File: config.mk
export PLATFORM = sky130hd
export DESIGN_NAME = reactive_stream_frame_parser_unit_flat
export DESIGN_NICKNAME = d
export VERILOG_FILES = /design/src/rtl/rsfp_pkg.sv /design/src/rtl/rsfp_ifs.sv /design/src/rtl/rsfp_in_stage.sv /design/src/rtl/rsfp_field_engine.sv /design/src/rtl/rsfp_out_stage.sv /design/src/rtl/reactive_stream_frame_parser_unit.sv /design/src/flat_wrapper.sv
export SDC_FILE = /design/constraint.sdc
export NUM_CORES = 1
export LEC_CHECK = 0
export BUFFER_PORTS_ARGS = -buffer_cell sky130_fd_sc_hd__buf_2
export CORE_AREA = 2 2 196 217
export CTS_CLUSTER_SIZE = 28
export DETAILED_ROUTE_END_ITERATION = 10
export DIE_AREA = 0 0 198 219
export SLEW_MARGIN = 30
export SYNTH_ARGS = -nofsm -noshare
export SYNTH_HDL_FRONTEND = slang
export SYNTH_HIERARCHICAL = 1
export SYNTH_SLANG_ARGS = --single-unit
export TNS_END_PERCENT = 100
File: constraint.sdc
create_clock -name clk -period 12.7 [get_ports clk]
set_clock_uncertainty 0.15 [all_clocks]
set_input_delay 0.635 -clock clk [delete_from_list [all_inputs] [get_ports clk]]
set_output_delay 0.635 -clock clk [all_outputs]
set_load 0.005 [all_outputs]
File: src/rtl/rsfp_pkg.sv
// rsfp_pkg: shared types, codes and field tables of the frame parser
// no dependencies; used by every other file of the block except rsfp_ifs
package rsfp_pkg;

  // frame types that carry fixed fields
  localparam logic [5:0] T_SETUP       = 6'h01;
  localparam logic [5:0] T_KEEPALIVE   = 6'h03;
  localparam logic [5:0] T_REQ_STREAM  = 6'h06;
  localparam logic [5:0] T_REQ_CHANNEL = 6'h07;
  localparam logic [5:0] T_REQ_N       = 6'h08;
  localparam logic [5:0] T_ERROR       = 6'h0B;

  // flag bits of the type/flags word
  localparam logic [15:0] FLAG_METADATA = 16'h0100;
  localparam logic [15:0] FLAG_RESUME   = 16'h0080;

  localparam logic [23:0] PREFIX_BYTES = 24'd3;

  // error codes
  localparam logic [1:0] ERR_NONE   = 2'd0;
  localparam logic [1:0] ERR_TRUNC  = 2'd1;
  localparam logic [1:0] ERR_PREFIX = 2'd2;

  // field codes as seen on the output
  localparam logic [4:0] FC_LEN        = 5'd0;
  localparam logic [4:0] FC_STREAM     = 5'd1;
  localparam logic [4:0] FC_TYPE       = 5'd2;
  localparam logic [4:0] FC_MAJOR      = 5'd3;
  localparam logic [4:0] FC_MINOR      = 5'd4;
  localparam logic [4:0] FC_KEEPALIVE  = 5'd5;
  localparam logic [4:0] FC_LIFETIME   = 5'd6;
  localparam logic [4:0] FC_RTOK_LEN   = 5'd7;
  localparam logic [4:0] FC_RTOK       = 5'd8;
  localparam logic [4:0] FC_MMIME_LEN  = 5'd9;
  localparam logic [4:0] FC_MMIME      = 5'd10;
  localparam logic [4:0] FC_DMIME_LEN  = 5'd11;
  localparam logic [4:0] FC_DMIME      = 5'd12;
  localparam logic [4:0] FC_POSITION   = 5'd13;
  localparam logic [4:0] FC_COUNT      = 5'd14;
  localparam logic [4:0] FC_ERRCODE    = 5'd15;
  localparam logic [4:0] FC_MD_LEN     = 5'd16;
  localparam logic [4:0] FC_MD         = 5'd17;
  localparam logic [4:0] FC_DATA       = 5'd18;

  // parse position, one-hot
  typedef enum logic [18:0] {
    POS_LEN       = 19'h00001,
    POS_STREAM    = 19'h00002,
    POS_TYPE      = 19'h00004,
    POS_MAJOR     = 19'h00008,
    POS_MINOR     = 19'h00010,
    POS_KEEPALIVE = 19'h00020,
    POS_LIFETIME  = 19'h00040,
    POS_RTOK_LEN  = 19'h00080,
    POS_RTOK      = 19'h00100,
    POS_MMIME_LEN = 19'h00200,
    POS_MMIME     = 19'h00400,
    POS_DMIME_LEN = 19'h00800,
    POS_DMIME     = 19'h01000,
    POS_POSITION  = 19'h02000,
    POS_COUNT     = 19'h04000,
    POS_ERRCODE   = 19'h08000,
    POS_MD_LEN    = 19'h10000,
    POS_MD        = 19'h20000,
    POS_DATA      = 19'h40000
  } pos_t;

  // one accepted input beat
  typedef struct packed {
    logic [7:0] data_byte;
    logic       end_of_capture;
  } beat_t;

  // one result beat
  typedef struct packed {
    logic [4:0] field_code;
    logic [7:0] byte_out;
    logic [5:0] frame_kind;
    logic       field_last;
    logic       frame_last;
    logic [1:0] fault_code;
  } result_t;

  function automatic logic [4:0] pos_code(input pos_t p);
    logic [4:0] c;
    case (p)
      POS_LEN:       c = FC_LEN;
      POS_STREAM:    c = FC_STREAM;
      POS_TYPE:      c = FC_TYPE;
      POS_MAJOR:     c = FC_MAJOR;
      POS_MINOR:     c = FC_MINOR;
      POS_KEEPALIVE: c = FC_KEEPALIVE;
      POS_LIFETIME:  c = FC_LIFETIME;
      POS_RTOK_LEN:  c = FC_RTOK_LEN;
      POS_RTOK:      c = FC_RTOK;
      POS_MMIME_LEN: c = FC_MMIME_LEN;
      POS_MMIME:     c = FC_MMIME;
      POS_DMIME_LEN: c = FC_DMIME_LEN;
      POS_DMIME:     c = FC_DMIME;
      POS_POSITION:  c = FC_POSITION;
      POS_COUNT:     c = FC_COUNT;
      POS_ERRCODE:   c = FC_ERRCODE;
      POS_MD_LEN:    c = FC_MD_LEN;
      POS_MD:        c = FC_MD;
      default:       c = FC_DATA;
    endcase
    return c;
  endfunction

  // length-delimited body fields
  function automatic logic is_body(input pos_t p);
    return (p == POS_RTOK) || (p == POS_MMIME) || (p == POS_DMIME) || (p == POS_MD);
  endfunction

  // byte size of fixed fields
  function automatic logic [3:0] fixed_size(input pos_t p);
    logic [3:0] s;
    case (p)
      POS_LEN:       s = 4'd3;
      POS_STREAM:    s = 4'd4;
      POS_TYPE:      s = 4'd2;
      POS_MAJOR:     s = 4'd2;
      POS_MINOR:     s = 4'd2;
      POS_KEEPALIVE: s = 4'd4;
      POS_LIFETIME:  s = 4'd4;
      POS_RTOK_LEN:  s = 4'd2;
      POS_MMIME_LEN: s = 4'd1;
      POS_DMIME_LEN: s = 4'd1;
      POS_POSITION:  s = 4'd8;
      POS_COUNT:     s = 4'd4;
      POS_ERRCODE:   s = 4'd4;
      POS_MD_LEN:    s = 4'd3;
      default:       s = 4'd0;
    endcase
    return s;
  endfunction

  // field that follows p in the current frame
  function automatic pos_t next_of(input pos_t p, input logic [5:0] ftype,
                                   input logic meta, input logic resume);
    pos_t tail;
    pos_t n;
    tail = meta ? POS_MD_LEN : POS_DATA;
    case (p)
      POS_LEN:    n = POS_STREAM;
      POS_STREAM: n = POS_TYPE;
      POS_TYPE: begin
        if (ftype == T_SETUP) n = POS_MAJOR;
        else if (ftype == T_KEEPALIVE) n = POS_POSITION;
        else if (ftype == T_REQ_STREAM || ftype == T_REQ_CHANNEL || ftype == T_REQ_N)
          n = POS_COUNT;
        else if (ftype == T_ERROR) n = POS_ERRCODE;
        else n = tail;
      end
      POS_MAJOR:     n = POS_MINOR;
      POS_MINOR:     n = POS_KEEPALIVE;
      POS_KEEPALIVE: n = POS_LIFETIME;
      POS_LIFETIME:  n = resume ? POS_RTOK_LEN : POS_MMIME_LEN;
      POS_RTOK_LEN:  n = POS_RTOK;
      POS_RTOK:      n = POS_MMIME_LEN;
      POS_MMIME_LEN: n = POS_MMIME;
      POS_MMIME:     n = POS_DMIME_LEN;
      POS_DMIME_LEN: n = POS_DMIME;
      POS_MD_LEN:    n = POS_MD;
      POS_DMIME:     n = tail;
      POS_POSITION:  n = tail;
      POS_COUNT:     n = tail;
      POS_ERRCODE:   n = tail;
      default:       n = POS_DATA;
    endcase
    return n;
  endfunction

endpackage

File: src/rtl/rsfp_ifs.sv
// rsfp_byte_if and rsfp_field_if: valid/ready channels of the frame parser
// no dependencies
interface rsfp_byte_if;
  logic       valid;
  logic       ready;
  logic [7:0] data_byte;
  logic       end_of_capture;

  modport source(output valid, output data_byte, output end_of_capture, input ready);
  modport sink(input valid, input data_byte, input end_of_capture, output ready);
endinterface

interface rsfp_field_if;
  logic       valid;
  logic       ready;
  logic [4:0] field_code;
  logic [7:0] byte_out;
  logic [5:0] frame_kind;
  logic       field_last;
  logic       frame_last;
  logic [1:0] fault_code;

  modport source(output valid, output field_code, output byte_out, output frame_kind,
                 output field_last, output frame_last, output fault_code, input ready);
  modport sink(input valid, input field_code, input byte_out, input frame_kind,
               input field_last, input frame_last, input fault_code, output ready);
endinterface

File: src/rtl/rsfp_in_stage.sv
// rsfp_in_stage: input register of the frame parser, holds one beat
// depends on rsfp_pkg and rsfp_byte_if
module rsfp_in_stage (
  input  logic               clk,
  input  logic               rst,
  rsfp_byte_if.sink          raw_bytes,
  input  logic               take,
  output logic               hold_valid,
  output rsfp_pkg::beat_t    item
);

  assign raw_bytes.ready = !hold_valid || take;

  always_ff @(posedge clk) begin
    if (rst) begin
      hold_valid <= 1'b0;
    end else if (raw_bytes.ready) begin
      hold_valid <= raw_bytes.valid;
    end
  end

  always_ff @(posedge clk) begin
    if (raw_bytes.valid && raw_bytes.ready) begin
      item.data_byte      <= raw_bytes.data_byte;
      item.end_of_capture <= raw_bytes.end_of_capture;
    end
  end

endmodule

File: src/rtl/rsfp_field_engine.sv
// rsfp_field_engine: parse state and per-byte field tagging logic
// depends on rsfp_pkg
module rsfp_field_engine (
  input  logic               clk,
  input  logic               rst,
  input  logic               cfg_write_en,
  input  logic               cfg_write_data,
  input  logic               step,
  input  rsfp_pkg::beat_t    item,
  output rsfp_pkg::result_t  result
);

  logic               length_prefix_enable;
  logic               prefix_mode;
  rsfp_pkg::pos_t     parse_position;
  logic [23:0]        field_byte_count;
  logic [23:0]        frame_bytes_left;
  logic [5:0]         current_type;
  logic               resume_seen;
  logic               metadata_seen;
  logic [23:0]        len_acc;

  logic               prefix_mode_next;
  rsfp_pkg::pos_t     parse_position_next;
  logic [23:0]        field_byte_count_next;
  logic [23:0]        frame_bytes_left_next;
  logic [5:0]         current_type_next;
  logic               resume_seen_next;
  logic               metadata_seen_next;
  logic [23:0]        len_acc_next;

  rsfp_pkg::pos_t     pos_eff;
  rsfp_pkg::pos_t     target;
  logic [23:0]        acc_shift;
  logic [23:0]        acc_enter;
  logic [23:0]        cnt_inc;
  logic [23:0]        cnt_dec;
  logic [15:0]        flag_word;
  logic               enter_req;
  logic               flast;
  logic               frame_end;
  logic [1:0]         err;

  always_comb begin
    pos_eff               = parse_position;
    prefix_mode_next      = prefix_mode;
    parse_position_next   = parse_position;
    field_byte_count_next = field_byte_count;
    frame_bytes_left_next = frame_bytes_left;
    current_type_next     = current_type;
    resume_seen_next      = resume_seen;
    metadata_seen_next    = metadata_seen;
    len_acc_next          = len_acc;
    acc_shift             = {len_acc[15:0], item.data_byte};
    acc_enter             = len_acc;
    cnt_inc               = field_byte_count + 24'd1;
    cnt_dec               = (field_byte_count != '0) ? field_byte_count - 24'd1
                                                     : field_byte_count;
    flag_word             = {len_acc[7:0], item.data_byte};
    target                = rsfp_pkg::POS_DATA;
    enter_req             = 1'b0;
    flast                 = 1'b0;
    frame_end             = 1'b0;
    err                   = rsfp_pkg::ERR_NONE;

    // frame start: latch the prefix mode
    if (parse_position == rsfp_pkg::POS_LEN && field_byte_count == '0) begin
      prefix_mode_next = length_prefix_enable;
      if (!length_prefix_enable) pos_eff = rsfp_pkg::POS_STREAM;
    end

    if (pos_eff == rsfp_pkg::POS_LEN) begin
      field_byte_count_next = cnt_inc;
      len_acc_next          = acc_shift;
      if (cnt_inc >= rsfp_pkg::PREFIX_BYTES) begin
        flast                 = 1'b1;
        frame_bytes_left_next = acc_shift;
        len_acc_next          = '0;
        if (acc_shift == '0) begin
          frame_end = 1'b1;
          err       = rsfp_pkg::ERR_TRUNC;
        end else begin
          parse_position_next   = rsfp_pkg::POS_STREAM;
          field_byte_count_next = '0;
        end
      end
      if (item.end_of_capture) begin
        frame_end = 1'b1;
        err       = rsfp_pkg::ERR_PREFIX;
      end
    end else begin
      if (prefix_mode_next && frame_bytes_left != '0)
        frame_bytes_left_next = frame_bytes_left - 24'd1;
      frame_end = item.end_of_capture || (prefix_mode_next && frame_bytes_left_next == '0);

      if (pos_eff == rsfp_pkg::POS_DATA) begin
        parse_position_next = rsfp_pkg::POS_DATA;
      end else if (rsfp_pkg::is_body(pos_eff)) begin
        field_byte_count_next = cnt_dec;
        if (cnt_dec == '0) begin
          flast     = 1'b1;
          enter_req = 1'b1;
        end
      end else begin
        field_byte_count_next = cnt_inc;
        if (pos_eff == rsfp_pkg::POS_TYPE) begin
          if (cnt_inc == 24'd1) begin
            current_type_next = item.data_byte[7:2];
            acc_enter         = {16'd0, item.data_byte};
          end else begin
            metadata_seen_next = |(flag_word & rsfp_pkg::FLAG_METADATA);
            resume_seen_next   = |(flag_word & rsfp_pkg::FLAG_RESUME);
            acc_enter          = '0;
          end
        end else if (pos_eff == rsfp_pkg::POS_RTOK_LEN || pos_eff == rsfp_pkg::POS_MMIME_LEN ||
                     pos_eff == rsfp_pkg::POS_MD_LEN) begin
          acc_enter = acc_shift;
        end
        len_acc_next = acc_enter;
        if (cnt_inc >= {20'd0, rsfp_pkg::fixed_size(pos_eff)}) begin
          flast     = 1'b1;
          enter_req = 1'b1;
        end else begin
          parse_position_next = pos_eff;
        end
      end

      // move to the next field, a zero-length body is skipped
      if (enter_req) begin
        target = rsfp_pkg::next_of(pos_eff, current_type_next, metadata_seen_next,
                                   resume_seen_next);
        if (rsfp_pkg::is_body(target) && acc_enter == '0)
          target = rsfp_pkg::next_of(target, current_type_next, metadata_seen_next,
                                     resume_seen_next);
        parse_position_next   = target;
        field_byte_count_next = rsfp_pkg::is_body(target) ? acc_enter : '0;
        len_acc_next          = '0;
      end

      if (frame_end && pos_eff != rsfp_pkg::POS_DATA &&
          !(flast && parse_position_next == rsfp_pkg::POS_DATA))
        err = rsfp_pkg::ERR_TRUNC;
    end

    result.field_code = rsfp_pkg::pos_code(pos_eff);
    result.byte_out   = item.data_byte;
    result.frame_kind = current_type_next;
    result.field_last = frame_end || flast;
    result.frame_last = frame_end;
    result.fault_code = err;
  end

  always_ff @(posedge clk) begin
    if (rst) begin
      length_prefix_enable <= 1'b1;
    end else if (cfg_write_en) begin
      length_prefix_enable <= cfg_write_data;
    end
  end

  always_ff @(posedge clk) begin
    if (rst) begin
      prefix_mode      <= 1'b0;
      parse_position   <= rsfp_pkg::POS_LEN;
      field_byte_count <= '0;
      frame_bytes_left <= '0;
      current_type     <= '0;
      resume_seen      <= 1'b0;
      metadata_seen    <= 1'b0;
      len_acc          <= '0;
    end else if (step) begin
      if (frame_end) begin
        prefix_mode      <= 1'b0;
        parse_position   <= rsfp_pkg::POS_LEN;
        field_byte_count <= '0;
        frame_bytes_left <= '0;
        current_type     <= '0;
        resume_seen      <= 1'b0;
        metadata_seen    <= 1'b0;
        len_acc          <= '0;
      end else begin
        prefix_mode      <= prefix_mode_next;
        parse_position   <= parse_position_next;
        field_byte_count <= field_byte_count_next;
        frame_bytes_left <= frame_bytes_left_next;
        current_type     <= current_type_next;
        resume_seen      <= resume_seen_next;
        metadata_seen    <= metadata_seen_next;
        len_acc          <= len_acc_next;
      end
    end
  end

endmodule

File: src/rtl/rsfp_out_stage.sv
// rsfp_out_stage: result register of the frame parser, drives the output channel
// depends on rsfp_pkg and rsfp_field_if
module rsfp_out_stage (
  input  logic               clk,
  input  logic               rst,
  input  logic               load,
  input  rsfp_pkg::result_t  result,
  output logic               space,
  rsfp_field_if.source       field_tags
);

  logic               valid;
  rsfp_pkg::result_t  held;

  assign space = !valid || field_tags.ready;

  always_ff @(posedge clk) begin
    if (rst) begin
      valid <= 1'b0;
    end else if (load) begin
      valid <= 1'b1;
    end else if (field_tags.ready) begin
      valid <= 1'b0;
    end
  end

  always_ff @(posedge clk) begin
    if (load) begin
      held <= result;
    end
  end

  assign field_tags.valid      = valid;
  assign field_tags.field_code = held.field_code;
  assign field_tags.byte_out   = held.byte_out;
  assign field_tags.frame_kind = held.frame_kind;
  assign field_tags.field_last = held.field_last;
  assign field_tags.frame_last = held.frame_last;
  assign field_tags.fault_code = held.fault_code;

endmodule

File: src/rtl/reactive_stream_frame_parser_unit.sv
// reactive_stream_frame_parser_unit: byte-serial frame parser, top level
// depends on rsfp_pkg, rsfp_ifs, rsfp_in_stage, rsfp_field_engine, rsfp_out_stage
//
//   channel         dir   beat payload
//   raw_bytes       in    data_byte[7:0], end_of_capture
//   field_tags      out   field_code[4:0], byte_out[7:0], frame_kind[5:0],
//                         field_last, frame_last, fault_code[1:0]
//   cfg_write_*     in    length_prefix_enable (1 bit), no read-back
//
// one byte per cycle sustained while field_tags is ready; a beat taken into the input
// register is tagged by the combinational field engine and loaded into the result
// register once it has space, and shows on field_tags from there; the field engine
// holds the parse state between the input register and the result register
// rst (synchronous) clears all parse state and sets length_prefix_enable to 1
// a stalled field_tags holds its beat while one more byte waits in the input register
module reactive_stream_frame_parser_unit (
  input  logic          clk,
  input  logic          rst,
  rsfp_byte_if.sink     raw_bytes,
  rsfp_field_if.source  field_tags,
  input  logic          cfg_write_en,
  input  logic          cfg_write_data
);

  logic               hold_valid;
  logic               space;
  logic               take;
  rsfp_pkg::beat_t    item;
  rsfp_pkg::result_t  result;

  // a held byte is parsed whenever the result register can take its beat
  assign take = hold_valid && space;

  // input register
  rsfp_in_stage u_in (
    .clk        (clk),
    .rst        (rst),
    .raw_bytes  (raw_bytes),
    .take       (take),
    .hold_valid (hold_valid),
    .item       (item)
  );

  // parse state, field tagging and the prefix-mode register
  rsfp_field_engine u_engine (
    .clk            (clk),
    .rst            (rst),
    .cfg_write_en   (cfg_write_en),
    .cfg_write_data (cfg_write_data),
    .step           (take),
    .item           (item),
    .result         (result)
  );

  // result register
  rsfp_out_stage u_out (
    .clk        (clk),
    .rst        (rst),
    .load       (take),
    .result     (result),
    .space      (space),
    .field_tags (field_tags)
  );

`ifndef SYNTHESIS
  // an error is reported only on the last beat of a frame
  a_err_on_frame_last: assert property (@(posedge clk) disable iff (rst)
    field_tags.valid && field_tags.fault_code != rsfp_pkg::ERR_NONE |-> field_tags.frame_last)
    else $error("error code outside frame end");

  // frame end always closes the current field
  a_frame_closes_field: assert property (@(posedge clk) disable iff (rst)
    field_tags.valid && field_tags.frame_last |-> field_tags.field_last)
    else $error("frame_last without field_last");

  // a held byte is not dropped while the result register is full
  a_hold_kept: assert property (@(posedge clk) disable iff (rst)
    hold_valid && !space |=> hold_valid && $stable(item))
    else $error("held byte lost during output stall");
`endif

endmodule

File: src/flat_wrapper.sv
// flat-port wrapper written by rule: the top's interface ports become plain ports
module reactive_stream_frame_parser_unit_flat 
  (clk, rst, cfg_write_en, cfg_write_data, raw_bytes_valid, raw_bytes_data_byte, raw_bytes_end_of_capture, raw_bytes_ready, field_tags_valid, field_tags_field_code, field_tags_byte_out, field_tags_frame_kind, field_tags_field_last, field_tags_frame_last, field_tags_fault_code, field_tags_ready);
  rsfp_byte_if raw_bytes_i ();
  rsfp_field_if field_tags_i ();
  input  logic clk;
  input  logic rst;
  input  logic cfg_write_en;
  input  logic cfg_write_data;
  input wire logic [$bits(raw_bytes_i.valid)-1:0] raw_bytes_valid;
  input wire logic [$bits(raw_bytes_i.data_byte)-1:0] raw_bytes_data_byte;
  input wire logic [$bits(raw_bytes_i.end_of_capture)-1:0] raw_bytes_end_of_capture;
  output wire logic [$bits(raw_bytes_i.ready)-1:0] raw_bytes_ready;
  output wire logic [$bits(field_tags_i.valid)-1:0] field_tags_valid;
  output wire logic [$bits(field_tags_i.field_code)-1:0] field_tags_field_code;
  output wire logic [$bits(field_tags_i.byte_out)-1:0] field_tags_byte_out;
  output wire logic [$bits(field_tags_i.frame_kind)-1:0] field_tags_frame_kind;
  output wire logic [$bits(field_tags_i.field_last)-1:0] field_tags_field_last;
  output wire logic [$bits(field_tags_i.frame_last)-1:0] field_tags_frame_last;
  output wire logic [$bits(field_tags_i.fault_code)-1:0] field_tags_fault_code;
  input wire logic [$bits(field_tags_i.ready)-1:0] field_tags_ready;
  assign raw_bytes_i.valid = raw_bytes_valid;
  assign raw_bytes_i.data_byte = raw_bytes_data_byte;
  assign raw_bytes_i.end_of_capture = raw_bytes_end_of_capture;
  assign raw_bytes_ready = raw_bytes_i.ready;
  assign field_tags_valid = field_tags_i.valid;
  assign field_tags_field_code = field_tags_i.field_code;
  assign field_tags_byte_out = field_tags_i.byte_out;
  assign field_tags_frame_kind = field_tags_i.frame_kind;
  assign field_tags_field_last = field_tags_i.field_last;
  assign field_tags_frame_last = field_tags_i.frame_last;
  assign field_tags_fault_code = field_tags_i.fault_code;
  assign field_tags_i.ready = field_tags_ready;
  reactive_stream_frame_parser_unit u_core (.clk(clk), .rst(rst), .raw_bytes(raw_bytes_i), .field_tags(field_tags_i), .cfg_write_en(cfg_write_en), .cfg_write_data(cfg_write_data));
endmodule
# After elaboration in Yosys (flattened, before gate mapping)
# Index checks and enable logic that the tools add are counted.
dict set report word_totals {
  reg_bits 135
  in_bits 15
  out_inout_bits 25
}
dict set report classes {
  n_addsub 3
  order_cmp 2
  n_eq_ne 55
  n_mux 94
  n_reduce_logical 46
}
# operator n
set ops {}
lappend ops {{two-way mux 24 bit} 23}
lappend ops {{two-way mux 19 bit} 21}
lappend ops {{one-hot mux 19 bit (14 select lines)} 1}
lappend ops {{one-hot mux 19 bit (13 select lines)} 1}
lappend ops {{zero test 24 bit} 5}
lappend ops {{one-hot mux 5 bit (18 select lines)} 1}
lappend ops {{equality test 19 x 1 -> 1 bit, second input constant} 3}
lappend ops {{equality test 19 x 11 -> 1 bit, second input constant} 3}
lappend ops {{equality test 19 x 13 -> 1 bit, second input constant} 3}
lappend ops {{equality test 19 x 18 -> 1 bit, second input constant} 3}
lappend ops {{equality test 19 x 9 -> 1 bit, second input constant} 3}
lappend ops {{nonzero test 24 bit} 2}
lappend ops {{subtractor 24 x 1 -> 24 bit, second input constant} 2}
lappend ops {{two-way mux 6 bit} 7}
lappend ops {{equality test 19 x 10 -> 1 bit, second input constant} 2}
lappend ops {{equality test 19 x 12 -> 1 bit, second input constant} 2}
lappend ops {{equality test 19 x 14 -> 1 bit, second input constant} 2}
lappend ops {{equality test 19 x 15 -> 1 bit, second input constant} 2}
lappend ops {{equality test 19 x 16 -> 1 bit, second input constant} 2}
lappend ops {{equality test 19 x 17 -> 1 bit, second input constant} 2}
lappend ops {{equality test 19 bit, second input constant} 2}
lappend ops {{equality test 19 x 2 -> 1 bit, second input constant} 2}
lappend ops {{equality test 19 x 3 -> 1 bit, second input constant} 2}
lappend ops {{equality test 19 x 4 -> 1 bit, second input constant} 2}
lappend ops {{other kinds (32)} 102}

# Logic depth before layout (Yosys ltp)
dict set report depth {
  word_depth 35
  depth_mapped 22
  mapped_depth_nobuf 19
}

# By module
# Netlist, hierarchy kept.
# mod instances cells_per_inst area_each_um2 seq_area_each_um2
set modules_own_cells {}
lappend modules_own_cells {rsfp_field_engine 1 1138 8287.9 2021.9}
lappend modules_own_cells {rsfp_out_stage 1 27 737.0 710.7}
lappend modules_own_cells {rsfp_in_stage 1 14 325.3 290.3}
lappend modules_own_cells {reactive_stream_frame_parser_unit 1 1 6.3 0.0}

# Least setup slack after synthesis
# Ideal clock, no wire load.
dict set report synth_path {
  path_kind {reg2reg}
  startpoint {reg u_core.u_engine.field_byte_count[0]}
  endpoint {reg u_core.u_engine.len_acc[10]}
  t_arrival_ps 4309
  required_time_ps 12491
  setup_slack_ps 8182
  path_stages_with_launch 23
  period_less_slack_ps 4518
  cell_sequence {dfxtp_1 clkbuf_1 inv_1 ha_1 or3b_4 nor4_4 nand2_1 nor2_1 a21oi_1 nor2_1 nor2_1 and2_1 ha_1 a21o_1 a21oi_1 a21oi_1 o21a_1 buf_4 or2_1 nor2_4 a21o_4 buf_6 a22o_1}
}
dict set report synth_via {
  elab_chain_cells 17
}
# item line
set synth_lines {}
lappend synth_lines {{from (decl)} rsfp_field_engine.sv:16} ;# logic [23:0] field_byte_count;
lappend synth_lines {{from (signal assigned)} rsfp_field_engine.sv:184} ;# field_byte_count <= field_byte_count_next;
lappend synth_lines {{zero test 24 bit} rsfp_field_engine.sv:67} ;# if (parse_position == rsfp_pkg::POS_LEN && field_byte_count == '0) begin
lappend synth_lines {{logical AND 1 bit} rsfp_field_engine.sv:67}
lappend synth_lines {{two-way mux 19 bit} rsfp_field_engine.sv:67}
lappend synth_lines {{equality test 19 x 16 -> 1 bit, or another cell as far along} rsfp_pkg.sv:118} ;# case (p)
lappend synth_lines {{OR reduction 5 bit (no line), or another cell as far along} n/a}
lappend synth_lines {{one-hot mux 4 bit (5 select lines)} rsfp_pkg.sv:118}
lappend synth_lines {{two-way mux 4 bit} rsfp_field_engine.sv:98} ;# end else if (rsfp_pkg::is_body(pos_eff)) begin
lappend synth_lines {{two-way mux 4 bit} rsfp_field_engine.sv:96} ;# if (pos_eff == rsfp_pkg::POS_DATA) begin
lappend synth_lines {{two-way mux 4 bit} rsfp_field_engine.sv:72} ;# if (pos_eff == rsfp_pkg::POS_LEN) begin
lappend synth_lines {{>= comparator 24 x 4 -> 1 bit} rsfp_field_engine.sv:120} ;# if (cnt_inc >= {20'd0, rsfp_pkg::fixed_size(pos_eff)}) begin
lappend synth_lines {{two-way mux 1 bit} rsfp_field_engine.sv:120}
lappend synth_lines {{two-way mux 1 bit} rsfp_field_engine.sv:98}
lappend synth_lines {{two-way mux 1 bit} rsfp_field_engine.sv:96}
lappend synth_lines {{two-way mux 1 bit} rsfp_field_engine.sv:72}
lappend synth_lines {{two-way mux 24 bit} rsfp_field_engine.sv:129} ;# if (enter_req) begin
lappend synth_lines {{two-way mux 24 bit} rsfp_field_engine.sv:72}
lappend synth_lines {{two-way mux 24 bit *} rsfp_field_engine.sv:172} ;# if (frame_end) begin
lappend synth_lines {{to (signal assigned)} rsfp_field_engine.sv:189} ;# len_acc <= len_acc_next;
lappend synth_lines {{to (decl)} rsfp_field_engine.sv:21} ;# logic [23:0] len_acc;
# Every way passes the cells marked *; elsewhere a longest branch is shown, timed or not. The select of a mux whose other input is x is not followed.
# A chain may end at the register's enable or synchronous reset.

# Worst setup path after layout
# Ends and elaborated chain as after synthesis.

==> results by group <==
Layout
  – Area growth syn-to-layout: 11.87%
  – Leading cell type in the layout, fill and taps excluded: nand2_1
  – Final cell count without fillers: approximately 1700
  – N_diodes: 0
  – FILL cells: about 4400
  – Finished Cell Area: about 10000 um2
  – Nets: 1176
  – Share of cells above drive strength 1: 0.1211
  – Commonest cells after routing, fill and taps aside: 149 x nand2_1, 103 x dfxtp_1, 98 x nor2_1
  – Register area: between 3000 and 4000 um2
  – Area of the multi-input gates: roughly 5800 um2

Global routing
  – Total track usage: 0.1434
  – Largest net degree at the start of global routing: 53
  – First-pass GRT wire length: approximately 49000 um
  – Initial antenna violation count: 0
  – Grt total ovfl: 0
  – Vias in the first global route: about 8700

CTS
  – Clk sink count: 135
  – Number of H-tree levels: 4
  – Clk_lat worst skew: ~0.44 ns
  – Total CTS buffers: 17
  – CTS tree: built
  – Post-CTS setup repair buffer count: 0
  – Root Buffer: clkbuf_16
  – CTS clock-pin slew for the worst setup and hold paths: 0.07 ns
  – Maximum clock path buffer count: 2
  – Post-CTS resize count: 0
  – Cts hold-fix bufs: 0

Run status
  – Status: finished, final reports clean

Setup path
  – Crit path arrival time: around 5.7 ns
  – Worst setup EP type: flip-flop
  – Worst reg-to-reg setup slack: ~7.2 ns
  – Critical path type: reg2reg
  – Worst-path maximum fanout: 52
  – Worst reg2reg path depth: 19
  – Data required time of the worst path: between 10 and 15 ns
  – Crit path launch type: flip-flop

STA
  – Relative slew slack: 0.3359
  – Actual slew at the worst max-slew pin: 0.9925 ns
  – Hold slack: approximately 0.22 ns
  – Setup TNS Final: 0 ns
  – Final setup violation count: 0
  – Final Cycle Share: 0.4312
  – Unrepaired setup endpoints after global routing: no
  – Fin. max-slew vios: 0
  – Max Fclk: between 0.15 and 0.2 GHz
  – Hold Vio Cnt, Final: 0
  – Crit path time final: approximately 5.5 ns

Floorplanning
  – Placement Rows: 78
  – Die Span X: just under 200 um
  – Initial core utilization: 0.2277
  – Die area: about 43000 um2
  – # IOs: 40
  – Die H: about 220 um
  – Core Region: slightly above 40000 um2

Yosys
  – Top_reg_cell synth: dfxtp_1
  – Post-synth EDFFs: 32
  – Synth Net Count: between 1000 and 1500
  – Mapped Area: 9356 um2
  – Fraction of registers with async set/reset: 0
  – Synth Warn #: 6
  – Sequential share of the synthesized area: 0.3231
  – Synthesized area per cell: about 7.9 um2
  – FF+latch count, synth: between 100 and 150
  – Yosys cell types: 97
  – Cells after Synth: about 1200

Placement
  – Dpl cells: about 1700
  – IO Port Bufs: 39
  – Gpl congestion: 0.9125
  – Cell area after placement: roughly 9900 um2
  – DP HPWL: approximately 22000 um

Routing
  – Drt first pass iters: 6
  – Vias per cell: around 5.3
  – Post-route ant nets: 0
  – DRC: 0
  – Wire length per cell: about 18 um
  – Routed vias: a little over 9000
  – Final WL: between 30000 and 40000 um
  – DR iter-0 viols: between 900 and 1000

Hold path
  – Hold WC Path Type: in2reg
  – Hold Path Cell Cnt: 1

Pwr
  – Pleak: 3.760 nW
  – Overall power: roughly 2.3 mW
  – PD cells: around 220 nW/um2
  – IR drop worst, VDD: between 0.1 and 0.15 mV

Run
  – Max-capacitance violation count: 0
critical path: stages, from the launching register on:
cell	delay [ns]
dfxtp_1	0.45
inv_1	0.17
ha_1	0.34
or3b_4	0.46
nor4_4	0.37
nand2_1	0.14
nor2_1	0.36
a21oi_1	0.12
nor2_1	0.30
nor2_1	0.13
and2_1	0.19
ha_1	0.28
a21o_1	0.15
a21oi_1	0.19
a21oi_1	0.13
o21a_4	0.45
nor2_4	0.32
a21o_1	0.22
and2_1	0.30
a22o_1	0.18
area by class of cell:
| cell class | count | share of cell area |
|---|---|---|
| multi-input cells | 927 | 0.5562 |
| repair buffers | 47 | 0.02510 |
| clock buffers | 17 | 0.04064 |
| inverters | 23 | 0.008726 |
| clock inverters | 15 | 0.01363 |
| flip-flops and latches | 135 | 0.2888 |
| well taps | 560 | 0.06694 |
registers in the layout (all words and copies together) (netlist names):
register,flops
u_core/u_engine/prefix_mode,1
u_core/u_engine/frame_bytes_left,24
u_core/u_in/hold_valid,1
u_core/u_out/field_tags.frame_last,1
u_core/u_in/item,9
u_core/u_engine/current_type,6
u_core/u_engine/metadata_seen,1
u_core/u_engine/parse_position,19
u_core/u_engine/field_byte_count,24
u_core/u_engine/len_acc,24
u_core/u_out/field_tags.field_last,1
u_core/u_out/field_tags.fault_code,2
u_core/u_out/field_tags.frame_kind,6
u_core/u_engine/length_prefix_enable,1
u_core/u_out/field_tags.byte_out,8
u_core/u_out/field_tags.valid,1
u_core/u_out/field_tags.field_code,5
u_core/u_engine/resume_seen,1
power by group:
| part | internal, mW | switching [mW] | total, mW | leakage (nW) |
|---|---|---|---|---|
| Sequential | 0.482 | 0.0740 | 0.556 | 1.14 |
| Clock | 0.273 | 0.212 | 0.485 | 0.271 |
| Combinational | 0.406 | 0.828 | 1.23 | 2.35 |
path summary, 6_finish.rpt:
path | end | from
setup / recovery | u_core/u_engine/len_acc[10]$_SDFFE_PP0P_ | u_core/u_engine/field_byte_count[0]$_SDFFE_PP0P_
hold / removal | u_core/u_in/item[1]$_DFFE_PP_ | raw_bytes_data_byte[0]
setup reg to reg | u_core/u_engine/len_acc[10]$_SDFFE_PP0P_ | u_core/u_engine/field_byte_count[0]$_SDFFE_PP0P_
hold reg to reg | u_core/u_engine/len_acc[21]$_SDFFE_PP0P_ | u_core/u_engine/len_acc[21]$_SDFFE_PP0P_
stage by stage:
| step | util | worst slack, ns |
|---|---|---|
| finish | 0.2548 | 7.223 |
| global route | 0.2548 | 6.871 |
| CTS | 0.2542 | 7.060 |
| detailed placement | 0.2404 | 7.085 |
| global placement | 0.2402 | 7.271 |
| floorplan | - | 8.182 |
cells by family after synthesis:
group,count (synthesis),synth area share
DFF,135,0.3231
buffers and inverters,118,0.05737
adders and majority gates,10,0.01337
muxes,24,0.02688
xor gates and xnor gates,42,0.03932
and+or+nand+nor,514,0.2954
AOI/OAI and AO/OA,337,0.2446
routing by layer:
layer / global-route usage / routed length, um / vias up
li1: - / - / 4351
met1: 0.1850 / 13610 / 4334
met2: 0.2350 / 14370 / 388
met3: 0.02413 / 2087 / 70
met4: 0.06316 / 977 / 0
met5: 0 / 0 / -
synth_stat cells (25+ instances only):
cell / number / area share
o21ai_0: 95 / 0.051
buf_2: 25 / 0.013
nor3_1: 40 / 0.021
nand3_1: 50 / 0.027
edfxtp_1: 32 / 0.10
clkbuf_1: 53 / 0.021
xnor2_1: 27 / 0.025
nor2_1: 99 / 0.040
a22o_1: 28 / 0.026
nand2_1: 149 / 0.060
dfxtp_1: 103 / 0.22
a21oi_1: 61 / 0.033
(Power assumes the default switching activity.)
